<file path="src/design/bia_pkg.sv">
`timescale 1ns / 1ps
// Package for the bitmap identifier allocator: shared constants, item kinds,
// and the command/status structs between controller and datapath. No dependencies.
package bia_pkg;

  localparam int MAX_IDS_DEF   = 1024;
  localparam int ROW_WIDTH_DEF = 32;

  localparam int KIND_W      = 2;
  localparam int NUM_W       = 10;
  localparam int LOAD_W      = 32;
  localparam int CNT_IN_W    = 11;
  localparam int GRANT_W     = 10;
  localparam int IN_TDATA_W  = 48;
  localparam int OUT_TDATA_W = 16;

  localparam logic [CNT_IN_W-1:0] ID_COUNT_RESET = 11'd1024;

  localparam logic [KIND_W-1:0] KIND_ALLOC   = 2'd0;
  localparam logic [KIND_W-1:0] KIND_RECLAIM = 2'd1;
  localparam logic [KIND_W-1:0] KIND_LOAD    = 2'd2;

  typedef struct packed {
    logic start;
    logic issue;
    logic step;
    logic write;
    logic clear;
    logic out_load;
  } bia_cmd_t;

  typedef struct packed {
    logic [KIND_W-1:0] kind;
    logic              early_fail;
    logic              hit;
    logic              last;
    logic              clr_last;
    logic              out_free;
  } bia_stat_t;

endpackage

</file>
<file path="src/design/bia_ram.sv">
`timescale 1ns / 1ps
// Generic single-write, single-read RAM with registered read data.
// No dependencies.
module bia_ram #(
  parameter int WIDTH = 32,
  parameter int DEPTH = 32
) (
  input  logic                                  clk,
  input  logic                                  we,
  input  logic [(DEPTH > 1 ? $clog2(DEPTH) : 1)-1:0] waddr,
  input  logic [WIDTH-1:0]                      wdata,
  input  logic [(DEPTH > 1 ? $clog2(DEPTH) : 1)-1:0] raddr,
  output logic [WIDTH-1:0]                      rdata
);

  logic [WIDTH-1:0] mem [DEPTH];
  logic [WIDTH-1:0] rdata_r;

  always_ff @(posedge clk) begin
    if (we) begin
      mem[waddr] <= wdata;
    end
    rdata_r <= mem[raddr];
  end

  assign rdata = rdata_r;

endmodule

</file>
<file path="src/design/bia_ctrl.sv">
`timescale 1ns / 1ps
// Controller FSM of the bitmap identifier allocator: clear pass, dispatch,
// row scan, write-back and result hand-off. Depends on bia_pkg.
module bia_ctrl
  import bia_pkg::*;
(
  input  logic      clk,
  input  logic      rst_n,
  input  logic      in_tvalid,
  output logic      in_tready,
  input  bia_stat_t stat,
  output bia_cmd_t  cmd
);

  localparam logic [2:0] ST_CLEAR = 3'd0;
  localparam logic [2:0] ST_IDLE  = 3'd1;
  localparam logic [2:0] ST_PRIME = 3'd2;
  localparam logic [2:0] ST_SCAN  = 3'd3;
  localparam logic [2:0] ST_WB    = 3'd4;
  localparam logic [2:0] ST_DONE  = 3'd5;

  logic [2:0] state_r;
  logic [2:0] state_nxt;

  assign in_tready = (state_r == ST_IDLE);

  always_comb begin
    cmd       = '0;
    state_nxt = state_r;
    unique case (state_r)
      ST_CLEAR: begin
        cmd.clear = 1'b1;
        if (stat.clr_last) begin
          state_nxt = ST_IDLE;
        end
      end
      ST_IDLE: begin
        if (in_tvalid) begin
          cmd.start = 1'b1;
          state_nxt = ST_PRIME;
        end
      end
      ST_PRIME: begin
        unique case (stat.kind)
          KIND_ALLOC, KIND_RECLAIM: begin
            if (stat.early_fail) begin
              state_nxt = ST_DONE;
            end else begin
              cmd.issue = 1'b1;
              state_nxt = ST_SCAN;
            end
          end
          KIND_LOAD: state_nxt = ST_WB;
          default:   state_nxt = ST_DONE;
        endcase
      end
      ST_SCAN: begin
        cmd.issue = 1'b1;
        cmd.step  = 1'b1;
        if (stat.hit) begin
          state_nxt = ST_WB;
        end else if (stat.last) begin
          state_nxt = ST_DONE;
        end
      end
      ST_WB: begin
        cmd.write = 1'b1;
        state_nxt = ST_DONE;
      end
      ST_DONE: begin
        if (stat.out_free) begin
          cmd.out_load = 1'b1;
          state_nxt    = ST_IDLE;
        end
      end
      default: state_nxt = ST_IDLE;
    endcase
  end

  always_ff @(posedge clk) begin
    if (!rst_n) begin
      state_r <= ST_CLEAR;
    end else begin
      state_r <= state_nxt;
    end
  end

  a_accept_dispatch: assert property (@(posedge clk) disable iff (!rst_n)
    (state_r == ST_IDLE && in_tvalid) |=> (state_r == ST_PRIME))
    else $error("accepted word not dispatched");

  a_cmd_exclusive: assert property (@(posedge clk) disable iff (!rst_n)
    $onehot0({cmd.start, cmd.write, cmd.clear, cmd.out_load}))
    else $error("conflicting commands");

  a_clear_after_reset: assert property (@(posedge clk)
    $rose(rst_n) |-> (state_r == ST_CLEAR))
    else $error("clear pass skipped after reset");

endmodule

</file>
<file path="src/design/bia_dp.sv">
`timescale 1ns / 1ps
// Datapath of the bitmap identifier allocator: count register, bitmap RAM,
// scan counters, row evaluation, write-back and output register. Depends on bia_pkg, bia_ram.
module bia_dp
  import bia_pkg::*;
#(
  parameter int MAX_IDS   = MAX_IDS_DEF,
  parameter int ROW_WIDTH = ROW_WIDTH_DEF
) (
  input  logic                clk,
  input  logic                rst_n,
  input  logic [KIND_W-1:0]   in_kind,
  input  logic [NUM_W-1:0]    in_num,
  input  logic [LOAD_W-1:0]   in_row,
  input  logic                cfg_valid,
  input  logic [CNT_IN_W-1:0] cfg_data,
  input  bia_cmd_t            cmd,
  output bia_stat_t           stat,
  output logic                out_tvalid,
  input  logic                out_tready,
  output logic                out_success,
  output logic [GRANT_W-1:0]  out_grant
);

  localparam int ROWS = (MAX_IDS + ROW_WIDTH - 1) / ROW_WIDTH;
  localparam int RW   = (ROWS > 1) ? $clog2(ROWS) : 1;
  localparam int CW   = $clog2(ROW_WIDTH);
  localparam int BW0  = $clog2(MAX_IDS + ROW_WIDTH + 1);
  localparam int BW   = (BW0 > CNT_IN_W) ? BW0 : CNT_IN_W;

  logic [CNT_IN_W-1:0]  id_count_r;
  logic [KIND_W-1:0]    kind_r;
  logic [BW-1:0]        num_r;
  logic [BW-1:0]        cnt_r;
  logic [BW-1:0]        base_r;
  logic [RW-1:0]        iss_r;
  logic [RW-1:0]        cur_r;
  logic [RW-1:0]        clr_r;
  logic [RW-1:0]        wb_addr_r;
  logic [ROW_WIDTH-1:0] wb_data_r;
  logic                 wb_en_r;
  logic                 res_ok_r;
  logic [GRANT_W-1:0]   res_grant_r;
  logic                 out_valid_r;
  logic                 out_success_r;
  logic [GRANT_W-1:0]   out_grant_r;

  logic [BW-1:0]        cnt_in;
  logic [BW-1:0]        cnt_eff;
  logic                 load_ok;
  logic [ROW_WIDTH-1:0] rd_data;
  logic [ROW_WIDTH-1:0] avail;
  logic [BW-1:0]        lim;
  logic [CW-1:0]        idx;
  logic [BW-1:0]        off;
  logic [CW-1:0]        col;
  logic                 in_row_hit;
  logic                 hit;
  logic                 ram_we;
  logic [RW-1:0]        ram_waddr;
  logic [ROW_WIDTH-1:0] ram_wdata;

  assign cnt_in  = BW'(id_count_r);
  assign cnt_eff = (cnt_in > BW'(MAX_IDS)) ? BW'(MAX_IDS) : cnt_in;
  assign load_ok = (in_kind == KIND_LOAD) && (BW'(in_num) < BW'(ROWS));

  // Free bits of the current row that lie below the count.
  assign lim = cnt_r - base_r;
  always_comb begin
    for (int j = 0; j < ROW_WIDTH; j++) begin
      avail[j] = !rd_data[j] && (BW'(j) < lim);
    end
  end

  always_comb begin
    idx = '0;
    for (int j = ROW_WIDTH - 1; j >= 0; j--) begin
      if (avail[j]) begin
        idx = CW'(j);
      end
    end
  end

  assign off        = num_r - base_r;
  assign col        = off[CW-1:0];
  assign in_row_hit = (off < BW'(ROW_WIDTH));
  assign hit        = (kind_r == KIND_ALLOC) ? (|avail) : in_row_hit;

  assign stat.kind       = kind_r;
  assign stat.early_fail = (kind_r == KIND_ALLOC) ? (cnt_r == '0) : (num_r >= cnt_r);
  assign stat.hit        = hit;
  assign stat.last       = ((base_r + BW'(ROW_WIDTH)) >= cnt_r);
  assign stat.clr_last   = (clr_r == RW'(ROWS - 1));
  assign stat.out_free   = !out_valid_r || out_tready;

  assign ram_we    = cmd.clear || (cmd.write && wb_en_r);
  assign ram_waddr = cmd.clear ? clr_r : wb_addr_r;
  assign ram_wdata = cmd.clear ? '0 : wb_data_r;

  bia_ram #(
    .WIDTH (ROW_WIDTH),
    .DEPTH (ROWS)
  ) u_ram (
    .clk   (clk),
    .we    (ram_we),
    .waddr (ram_waddr),
    .wdata (ram_wdata),
    .raddr (iss_r),
    .rdata (rd_data)
  );

  always_ff @(posedge clk) begin
    if (!rst_n) begin
      id_count_r  <= ID_COUNT_RESET;
      clr_r       <= '0;
      wb_en_r     <= 1'b0;
      out_valid_r <= 1'b0;
    end else begin
      if (cfg_valid) begin
        id_count_r <= cfg_data;
      end
      if (cmd.clear) begin
        clr_r <= clr_r + RW'(1);
      end
      if (cmd.start) begin
        wb_en_r <= load_ok;
      end else if (cmd.step && hit) begin
        wb_en_r <= (kind_r == KIND_ALLOC) || rd_data[col];
      end
      if (cmd.out_load) begin
        out_valid_r <= 1'b1;
      end else if (out_tready) begin
        out_valid_r <= 1'b0;
      end
    end
  end

  always_ff @(posedge clk) begin
    if (cmd.start) begin
      kind_r      <= in_kind;
      num_r       <= BW'(in_num);
      cnt_r       <= cnt_eff;
      base_r      <= '0;
      iss_r       <= '0;
      cur_r       <= '0;
      wb_addr_r   <= RW'(in_num);
      wb_data_r   <= ROW_WIDTH'(in_row);
      res_ok_r    <= load_ok;
      res_grant_r <= '0;
    end else begin
      if (cmd.issue && (iss_r != RW'(ROWS - 1))) begin
        iss_r <= iss_r + RW'(1);
      end
      if (cmd.step) begin
        if (hit) begin
          wb_addr_r <= cur_r;
          if (kind_r == KIND_ALLOC) begin
            wb_data_r   <= rd_data | (ROW_WIDTH'(1) << idx);
            res_ok_r    <= 1'b1;
            res_grant_r <= GRANT_W'(base_r + BW'(idx));
          end else begin
            wb_data_r <= rd_data & ~(ROW_WIDTH'(1) << col);
            res_ok_r  <= rd_data[col];
          end
        end else begin
          base_r <= base_r + BW'(ROW_WIDTH);
          cur_r  <= cur_r + RW'(1);
        end
      end
    end
    if (cmd.out_load) begin
      out_success_r <= res_ok_r;
      out_grant_r   <= res_grant_r;
    end
  end

  assign out_tvalid  = out_valid_r;
  assign out_success = out_success_r;
  assign out_grant   = out_grant_r;

  a_grant_below_count: assert property (@(posedge clk) disable iff (!rst_n)
    (cmd.step && hit && kind_r == KIND_ALLOC) |-> ((base_r + BW'(idx)) < cnt_r))
    else $error("grant at or above id count");

  a_fail_zero_grant: assert property (@(posedge clk) disable iff (!rst_n)
    (out_valid_r && !out_success_r) |-> (out_grant_r == '0))
    else $error("failed word carries a grant");

  a_wb_addr_range: assert property (@(posedge clk) disable iff (!rst_n)
    (ram_we && !cmd.clear) |-> ({1'b0, wb_addr_r} < (RW + 1)'(ROWS)))
    else $error("write-back row out of range");

endmodule

</file>
<file path="src/design/bitmap_id_allocator.sv">
`timescale 1ns / 1ps
// Top level of the bitmap identifier allocator: stream ports, field packing,
// controller and datapath. Depends on bia_pkg, bia_ctrl, bia_dp.
// Usage:
//   The in_ channel takes one word per operation: in_tuser is the kind
//   (allocate, reclaim, load row), in_tdata carries the identifier or row
//   index and the raw row bits. Every word gives exactly one out_ word:
//   out_tuser is the success flag, out_tdata the granted identifier.
//   The cfg_ channel writes the identifier count; it is always ready. The
//   user must write it only while no word is in flight; the block itself
//   does not enforce this. Allocate and reclaim run dispatch, a row scan,
//   write-back and result hand-off, reading the bitmap rows up to the hit
//   (at most ceil(count / ROW_WIDTH)), one row per cycle from the
//   single-read-port bitmap RAM; an allocate that finds no free bit skips
//   write-back. Load goes from dispatch to write-back; an unused kind, an
//   out-of-range reclaim or a zero count goes straight to hand-off. No new
//   word is taken until the last one has been handed to the output register.
//   Reset (rst_n low, synchronous) restores the count to 1024 and runs a
//   clearing pass over all ROWS rows (32 by default); in_tready is low until
//   it ends. While out_tready is low the result is held in the output
//   register; one more word may be taken and worked, then in_tready stays low.
module bitmap_id_allocator
  import bia_pkg::*;
#(
  parameter int MAX_IDS   = MAX_IDS_DEF,
  parameter int ROW_WIDTH = ROW_WIDTH_DEF
) (
  input  logic                   clk,
  input  logic                   rst_n,
  input  logic                   in_tvalid,
  output logic                   in_tready,
  input  logic [IN_TDATA_W-1:0]  in_tdata,   // inode_number[9:0], row_bits[41:10], zero pad
  input  logic [KIND_W-1:0]      in_tuser,   // kind[1:0]
  output logic                   out_tvalid,
  input  logic                   out_tready,
  output logic [OUT_TDATA_W-1:0] out_tdata,  // granted_id[9:0], zero pad
  output logic [0:0]             out_tuser,  // success[0]
  input  logic                   cfg_valid,
  output logic                   cfg_ready,
  input  logic [CNT_IN_W-1:0]    cfg_data
);

  bia_cmd_t           cmd;
  bia_stat_t          stat;
  logic               out_success;
  logic [GRANT_W-1:0] out_grant;

  assign cfg_ready = 1'b1;

  bia_ctrl u_ctrl (
    .clk       (clk),
    .rst_n     (rst_n),
    .in_tvalid (in_tvalid),
    .in_tready (in_tready),
    .stat      (stat),
    .cmd       (cmd)
  );

  bia_dp #(
    .MAX_IDS   (MAX_IDS),
    .ROW_WIDTH (ROW_WIDTH)
  ) u_dp (
    .clk         (clk),
    .rst_n       (rst_n),
    .in_kind     (in_tuser),
    .in_num      (in_tdata[NUM_W-1:0]),
    .in_row      (in_tdata[NUM_W +: LOAD_W]),
    .cfg_valid   (cfg_valid),
    .cfg_data    (cfg_data),
    .cmd         (cmd),
    .stat        (stat),
    .out_tvalid  (out_tvalid),
    .out_tready  (out_tready),
    .out_success (out_success),
    .out_grant   (out_grant)
  );

  assign out_tdata = OUT_TDATA_W'(out_grant);
  assign out_tuser = out_success;

endmodule
</file>
<file path="config.mk">
export PLATFORM = sky130hd
export DESIGN_NAME = bitmap_id_allocator
export DESIGN_NICKNAME = d
export VERILOG_FILES = /design/src/design/bia_pkg.sv /design/src/design/bia_ram.sv /design/src/design/bia_ctrl.sv /design/src/design/bia_dp.sv /design/src/design/bitmap_id_allocator.sv
export SDC_FILE = /design/constraint.sdc
export NUM_CORES = 1
export LEC_CHECK = 0
export BUFFER_PORTS_ARGS = -buffer_cell sky130_fd_sc_hd__buf_2
export CAP_MARGIN = 15
export CORE_UTILIZATION = 56
export CTS_BUF_LIST = sky130_fd_sc_hd__clkbuf_16
export CTS_CLUSTER_SIZE = 16
export DETAILED_ROUTE_END_ITERATION = 10
export PLACE_DENSITY = 0.79
export SYNTH_ARGS = -nofsm -noshare
export SYNTH_HDL_FRONTEND = slang
export SYNTH_SLANG_ARGS = --single-unit
export TNS_END_PERCENT = 10
</file>
<file path="constraint.sdc">
create_clock -name clk -period 6.66 [get_ports clk]
set_input_delay 0.333 -clock clk [delete_from_list [all_inputs] [get_ports clk]]
set_output_delay 0.333 -clock clk [all_outputs]
set_load 0.01 [all_outputs]
</file>
==> out/qor.yml, run 1 <==
grt:
  grt_pass1_wl_um: 185000
  grt_max_degree: 157
  first_global_vias: 26180
  overflow: 0
  antenna_found_initial: 2
  track_usage: 0.3045
drt:
  dr.first_iter.drc_count: 3404
  drtAntennaViolNets: 0
  vias: 25850
  drc: 0
  viasPerCell: 6.766
  dr.pass1.iters: 6
  routed_wl_um: 129600
  routedWlPerCell_um: 33.92
pwr:
  power_leakage_nw: 16.82
  ir_drop_mv: 0.2281
  power.density_nw_per_um2: 276.7
sta:
  finalSetupViolations: 0
  min_period_ps: 4940
  fin_ws_ps: 1720
  relSlewSlack: 0.2394
  whs_ps: 30.54
  finalMaxSlewViolations: 0
  rsz0062_at_grt: "no"
  skew_ps: 54.73
  fin_crit_sh: 0.7418
  tightest_slew_ps: 1137
  fmax_mhz: 202.4
  fin_setup_tns_ps: 0
  hold_violations: 0
final_layout:
  layout.cells.non_filler: 3821
  layout.nets: 2686
  final_common_cell: "edfxtp_1"
  mostFrequentLayoutCells: "1096 x edfxtp_1, 330 x mux4_2, 114 x clkbuf_16, 109 x nand2_1, 78 x nor2_1"
  drive_gt1_frac: 0.2683
  area_delta_synth_final_pct: 12.76
yosys:
  async_flop_share: 0
  synth_seq_cells: 1175
  synth_cells: 2449
  synth_ff_type: "edfxtp_1"
  synth.top_cell.area_share: 0.6914
  ys_seq_area_frac: 0.7246
  synth-edff-count: 1096
  ys_types: 86
  avgSynthCellArea_um2: 19.44
  synth_top_cell_by_area: "edfxtp_1"
  syn_area_um2: 47600
  ys_top_cells_by_area: "edfxtp_1 69%, mux4_2 16%, dfxtp_1 3.3%, nor2_1 0.87%, nand2_1 0.86%"
  ys_warn_count: 0
setup_path:
  cp-end-kind: "flip-flop"
  required_ps: 7090
  rr_worst_depth: 13
  r2r-start: "u_dp.cnt_r[5]$_SDFFCE_PN0P_"
  arrival_ps: 5370
  worstSetupPathType: "flip-flop to flip-flop"
  crit_fanout: 8
  startpoint: "u_dp.cnt_r[5]$_SDFFCE_PN0P_"
  r2r_end: "u_dp.wb_data_r[30]$_DFFE_PP_"
  endpoint: "u_dp.wb_data_r[30]$_DFFE_PP_"
  start_kind: "flip-flop"
  r2r_slack_ps: 1720
outcome:
  status: "completed"
flow_run:
  maxCapViolCount: 0
die:
  die_h_um: 293.6
  ios: 86
  core_um2: 83820
  num_rows: 106
  fp.dieW_um: 293.6
  start_util: 0.5679
  die_area_um2: 86170
placement:
  place_congestion: 0.9598
  dp_cells: 3576
  io_buffer_count: 72
  pre_cts_ws_ps: 1835
  hpwl_um: 68540
clocking:
  clk_pin_slew_ps: 60
  clockBufferDepth: 3
  numCtsBuffers: 112
  clock_sinks: 1175
  post_cts_resized: 0
  worstSkewPairLatency_ps: 710
  ctsHtreeMaxLevel: 3
  cts_root_buf: "clkbuf_16"
  cts_tree: "built"
min_path:
  min_path_type: "input port to flip-flop"
## per-layer routing
layer	global-route usage	vias up	part of all wire
met2	0.5011	1784	0.49
met4	0.1146	0	0.036
met5	0	-	0
li1	-	10320	-
met1	0.4073	13430	0.38
met3	0.05802	312	0.097
## where the power goes
| group | switching [mW] | total, mW | internal [mW] |
|---|---|---|---|
| Sequential | 0.0231 | 8.05 | 8.02 |
| Combinational | 0.116 | 0.175 | 0.0591 |
| Clock | 2.88 | 6.63 | 3.75 |
## metrics by stage
step                cell area (µm²)  utilization  total power, mW
floorplan                     47620            -            8.269
global placement              49540       0.5910            8.349
finish                        53680       0.6404            14.85
detailed placement            49540       0.5910            8.360
CTS                           53670       0.6403            14.90
global route                  53670       0.6403            15.16
## worst min path at each step
stage / from / end / slack (ps) / cells after the start
6_report: in_tdata[15] / u_dp.wb_data_r[5]$_DFFE_PP_ / 30 / 3
3_3_place_gp: u_dp.res_grant_r[3]$_SDFFE_PP0P_ / u_dp.out_grant[3]$_DFFE_PP_ / 410 / 0
2_1_floorplan: u_dp.res_ok_r$_DFFE_PP_ / u_dp.out_success$_DFFE_PP_ / 400 / 0
4_1_cts: in_tdata[15] / u_dp.wb_data_r[5]$_DFFE_PP_ / 5 / 3
5_1_grt: in_tdata[31] / u_dp.wb_data_r[21]$_DFFE_PP_ / 60 / 3
3_5_place_dp: u_dp.res_grant_r[0]$_SDFFE_PP0P_ / u_dp.out_grant[0]$_DFFE_PP_ / 410 / 0
## area by class of cell
cell class / instances / area [µm²]
inverter: 35 / 132.6
antenna: 3 / 7.507
timing repair buffer: 152 / 1061
clock inverter: 98 / 977.2
sequential: 1175 / 34510
multi-input combinational: 1110 / 12720
fill: 5403 / 30150
tap: 1134 / 1419
clock buffer: 114 / 2853
## worst max-delay path: stages, from the launching register on
cell and delay (ps):
edfxtp_1 350, inv_1 90, ha_1 210, fa_1 410, nand2b_1 170, a21oi_1 280
o211ai_2 270, a2111oi_1 850, o22a_2 340, o21ai_0 100, a32o_1 230, a31oi_1 760
nor4_1 310, a31o_2 330
## cell families (layout without fill, tap and decap cells)
family / Yosys count / in the layout / synth area share
multiplexers: 390 / 390 / 0.1696
XOR/XNOR: 18 / 18 / 0.003312
flip-flops: 1175 / 1175 / 0.7246
other: 2 / 10 / 0.0001578
AO/OA/AOI/OAI: 257 / 257 / 0.03767
buffers and inverters: 169 / 399 / 0.01404
adder cells (fa/ha/maj): 34 / 34 / 0.009252
AND/OR/NAND/NOR: 404 / 404 / 0.04132
## flip-flops by register name, summed over array words and instances (netlist names)
register / flops
u_dp.kind_r: 2
u_dp.cnt_in: 11
u_dp.wb_data_r: 32
u_dp.out_success: 1
u_dp.res_grant_r: 10
u_dp.u_ram.mem: 1024
u_dp.cur_r: 5
u_dp.clr_r: 5
u_dp.num_r: 10
u_dp.iss_r: 5
u_dp.u_ram.rdata: 32
u_dp.out_tvalid: 1
u_dp.base_r: 6
u_ctrl.state_r: 3
u_dp.wb_en_r: 1
u_dp.res_ok_r: 1
u_dp.cnt_r: 11
u_dp.wb_addr_r: 5
u_dp.out_grant: 10
## what timing repair did
item / CTS / global route
buffers inserted: 0 / 0
setup endpoints to repair: 0 / 0
hold buffers: 30 / 0
endpoints found under the hold margin: 29 / 0
## synth_stat cells, types with 8 or more instances
master,number
nand3b_1,11
and3_1,8
buf_4,8
a21oi_1,52
clkbuf_1,89
nor3_1,16
nand2_1,109
edfxtp_1,1096
mux4_2,330
o22ai_1,8
nand2b_1,16
mux2_2,33
o21ai_0,61
buf_1,34
nor2b_1,29
a21o_1,13
ha_1,32
inv_1,34
xnor2_1,10
and2_1,38
o31ai_1,10
mux2i_1,27
nor2_1,110
a22oi_1,12
xor2_1,8
nand3_1,32
dfxtp_1,79
Note: power is estimated with default switching activity, not from simulation.
==> run 2: changes to the inputs <==
Settings changed: CORE_UTILIZATION 56 to 63, PLACE_DENSITY 0.79 to 0.84.
Clock period 6.66 ns to 5.06 ns, I/O delays scaled along.
==> run 2 against run 1 <==
  * Routed wire length increased by 1.9%
  * Count of clock-buffer cells in the layout decreased by 6
  * Highest routed layer unchanged
  * Cell count decreased by 3.4%
==> out/qor.yml, run 2 (synthesized netlist as in run 1, its figures left out) <==
outcome:
  status: "completed"
sta:
  min_period_ps: 4671  # -268.8 ps
  finalMaxSlewViolations: 0  # unchanged
  fmax_mhz: 214.1  # +5.8%
  finalSetupViolations: 0  # unchanged
  skew_ps: 33.64  # -21.09 ps
  hold_violations: 0  # unchanged
  tightest_slew_ps: 1166  # +29.74 ps
  fin_crit_sh: 0.9232  # +0.1814
  fin_setup_tns_ps: 0  # unchanged
  rsz0062_at_grt: "no"
  whs_ps: 36.35  # +5.807 ps
  relSlewSlack: 0.2205  # -0.01887
  fin_ws_ps: 388.6  # -1331 ps
die:
  start_util: 0.6383  # +0.07043
  ios: 86  # unchanged
  fp.dieW_um: 276.9  # -5.7%
  die_h_um: 276.9  # -5.7%
  die_area_um2: 76660  # -11%
  num_rows: 100  # -5.7%
  core_um2: 74570  # -11%
min_path:
  min_path_type: "input port to flip-flop"
final_layout:
  layout.nets: 2731  # +1.7%
  drive_gt1_frac: 0.2641  # -0.004112
  fill_cells: 4179  # -23%
  final_common_cell: "edfxtp_1"
  utilization: 0.7171  # +0.07675
  layout.cells.non_filler: 3692  # -3.4%
  largest_register: "u_dp.u_ram.mem"
  fin_area_um2: 53480  # -0.37%
  area_delta_synth_final_pct: 12.34
  mostFrequentLayoutCells: "1096 x edfxtp_1, 330 x mux4_2, 109 x nand2_1, 108 x clkbuf_16, 78 x nor2_1"
  largest_reg_flops: 1024  # unchanged
placement:
  io_buffer_count: 72  # unchanged
  placed_area_um2: 49540  # about the same
  dp_cells: 3431  # -4.1%
  pre_cts_ws_ps: 291.5  # -1544 ps
  hpwl_um: 70670  # +3.1%
  place_congestion: 0.9837  # +2.5%
grt:
  use_met1: 0.4607  # +0.05332
  grt_use_met2: 0.5798  # +0.07869
  busiest_layer: "met2"
  first_global_vias: 26560  # +1.5%
  overflow: 0  # unchanged
  grtUsageMet3: 0.06699  # +0.008969
  track_usage: 0.3502  # +0.04567
  grt_pass1_wl_um: 188600  # +1.9%
  antenna_found_initial: 2  # unchanged
  grt_max_degree: 144  # -8.3%
setup_path:
  rr_worst_depth: 13  # unchanged
  r2r-start: "u_dp.cnt_r[5]$_SDFFCE_PN0P_"
  r2r_slack_ps: 390  # -1330 ps
  cp_common_cell: "a21oi_1"
  cp.buffers_inverters: 1  # unchanged
  crit_slowest_cell: "a2111oi_0"
  worstSetupPathType: "flip-flop to flip-flop"
  cp.depth: 13  # unchanged
  arrival_ps: 5230  # -140 ps
  crit_fanout: 8  # unchanged
  max_stage_delay_ps: 840  # about the same
  startpoint: "u_dp.cnt_r[5]$_SDFFCE_PN0P_"
  cp_cell_sequence: "inv_1, ha_1, fa_1, nand2b_1, a21oi_1, o211ai_2, a2111oi_0, o22a_2, nand2_2, nor3_1, a21oi_1, nor4_2, a31o_2"
  cp-end-kind: "flip-flop"
  start_kind: "flip-flop"
  required_ps: 5620  # -1470 ps
  path_delay_family: "compound AO/OA/AOI/OAI gates"
  endpoint: "u_dp.wb_data_r[14]$_DFFE_PP_"
  r2r_end: "u_dp.wb_data_r[14]$_DFFE_PP_"
drt:
  routed_wl_um: 132100  # +1.9%
  drtAntennaViolNets: 0  # unchanged
  vias: 26680  # +3.2%
  drc: 0  # unchanged
  viasPerCell: 7.226  # +6.8%
  routedWlPerCell_um: 35.78  # +5.5%
  dr.first_iter.drc_count: 4136  # +22%
  dr.pass1.iters: 9  # +3
clocking:
  clock_sinks: 1175  # unchanged
  cts_root_buf: "clkbuf_16"
  clk_pin_slew_ps: 70  # about the same
  ctsHtreeMaxLevel: 3  # unchanged
  worstSkewPairLatency_ps: 690  # -20 ps
  numCtsBuffers: 107  # -4.5%
  clockBufferDepth: 3  # unchanged
  cts_tree: "built"
pwr:
  power_mw: 18.62  # +25%
  power_leakage_nw: 16.92  # +0.57%
  ir_drop_mv: 0.4809  # +110%
  power.density_nw_per_um2: 348.3  # +26%
flow_run:
  maxCapViolCount: 0  # unchanged
## run 2: power breakdown
group / internal (mW) / leakage, nW / switching, mW
combinational: 0.0964 / 5.25 / 0.165
clock: 4.19 / 1.71 / 3.58
sequential: 10.6 / 9.96 / 0.0347
## run 2: final cells by class
class	instances	area [µm²]	share of cell area
Antenna cell	1	2.502	0.00004679
Clock buffer	108	2703	0.05054
Clock inverter	92	620.6	0.01161
Inverter	35	132.6	0.002480
Multi-Input combinational cell	1110	12720	0.2379
Sequential cell	1175	34510	0.6453
Tap cell	969	1212	0.02267
Timing Repair Buffer	202	1574	0.02943
## run 2: worst reg2reg max path, delay by kind of cell, from the launching register on
kind	cells	cell delay (ps)
adders and majority gates	2	600
buffers and inverters	1	90
AOI/OAI and AO/OA	6	2270
and+or+nand+nor	4	1220
DFF	1	360
## run 2: per-layer routing
metal,wire [µm],up-vias
li1,-,10400
met5,0,-
met4,6154,0
met1,45760,13680
met3,14370,399
met2,65810,2196
## run 2: how the worst min path moves through the flow
| stage | from | to | slack (ps) | cells after the start |
|---|---|---|---|---|
| finish | in_tdata[13] | u_dp.wb_data_r[3]$_DFFE_PP_ | 40 | 3 |
| global route | in_tdata[13] | u_dp.wb_data_r[3]$_DFFE_PP_ | 10 | 3 |
| CTS | in_tdata[13] | u_dp.wb_data_r[3]$_DFFE_PP_ | 20 | 3 |
| detailed placement | u_dp.res_grant_r[1]$_SDFFE_PP0P_ | u_dp.out_grant[1]$_DFFE_PP_ | 410 | 0 |
| global placement | u_dp.res_ok_r$_DFFE_PP_ | u_dp.out_success$_DFFE_PP_ | 410 | 0 |
| floorplan | in_tuser[0] | u_dp.kind_r[0]$_DFFE_PP_ | 350 | 0 |
## run 2: timing repair
item / CTS / global route
gates resized for setup: 0 / 1
hold buffers: 60 / 0
setup buffers: 0 / 0
endpoints found under the setup margin: 0 / 3
hold endpoints to repair: 60 / 0
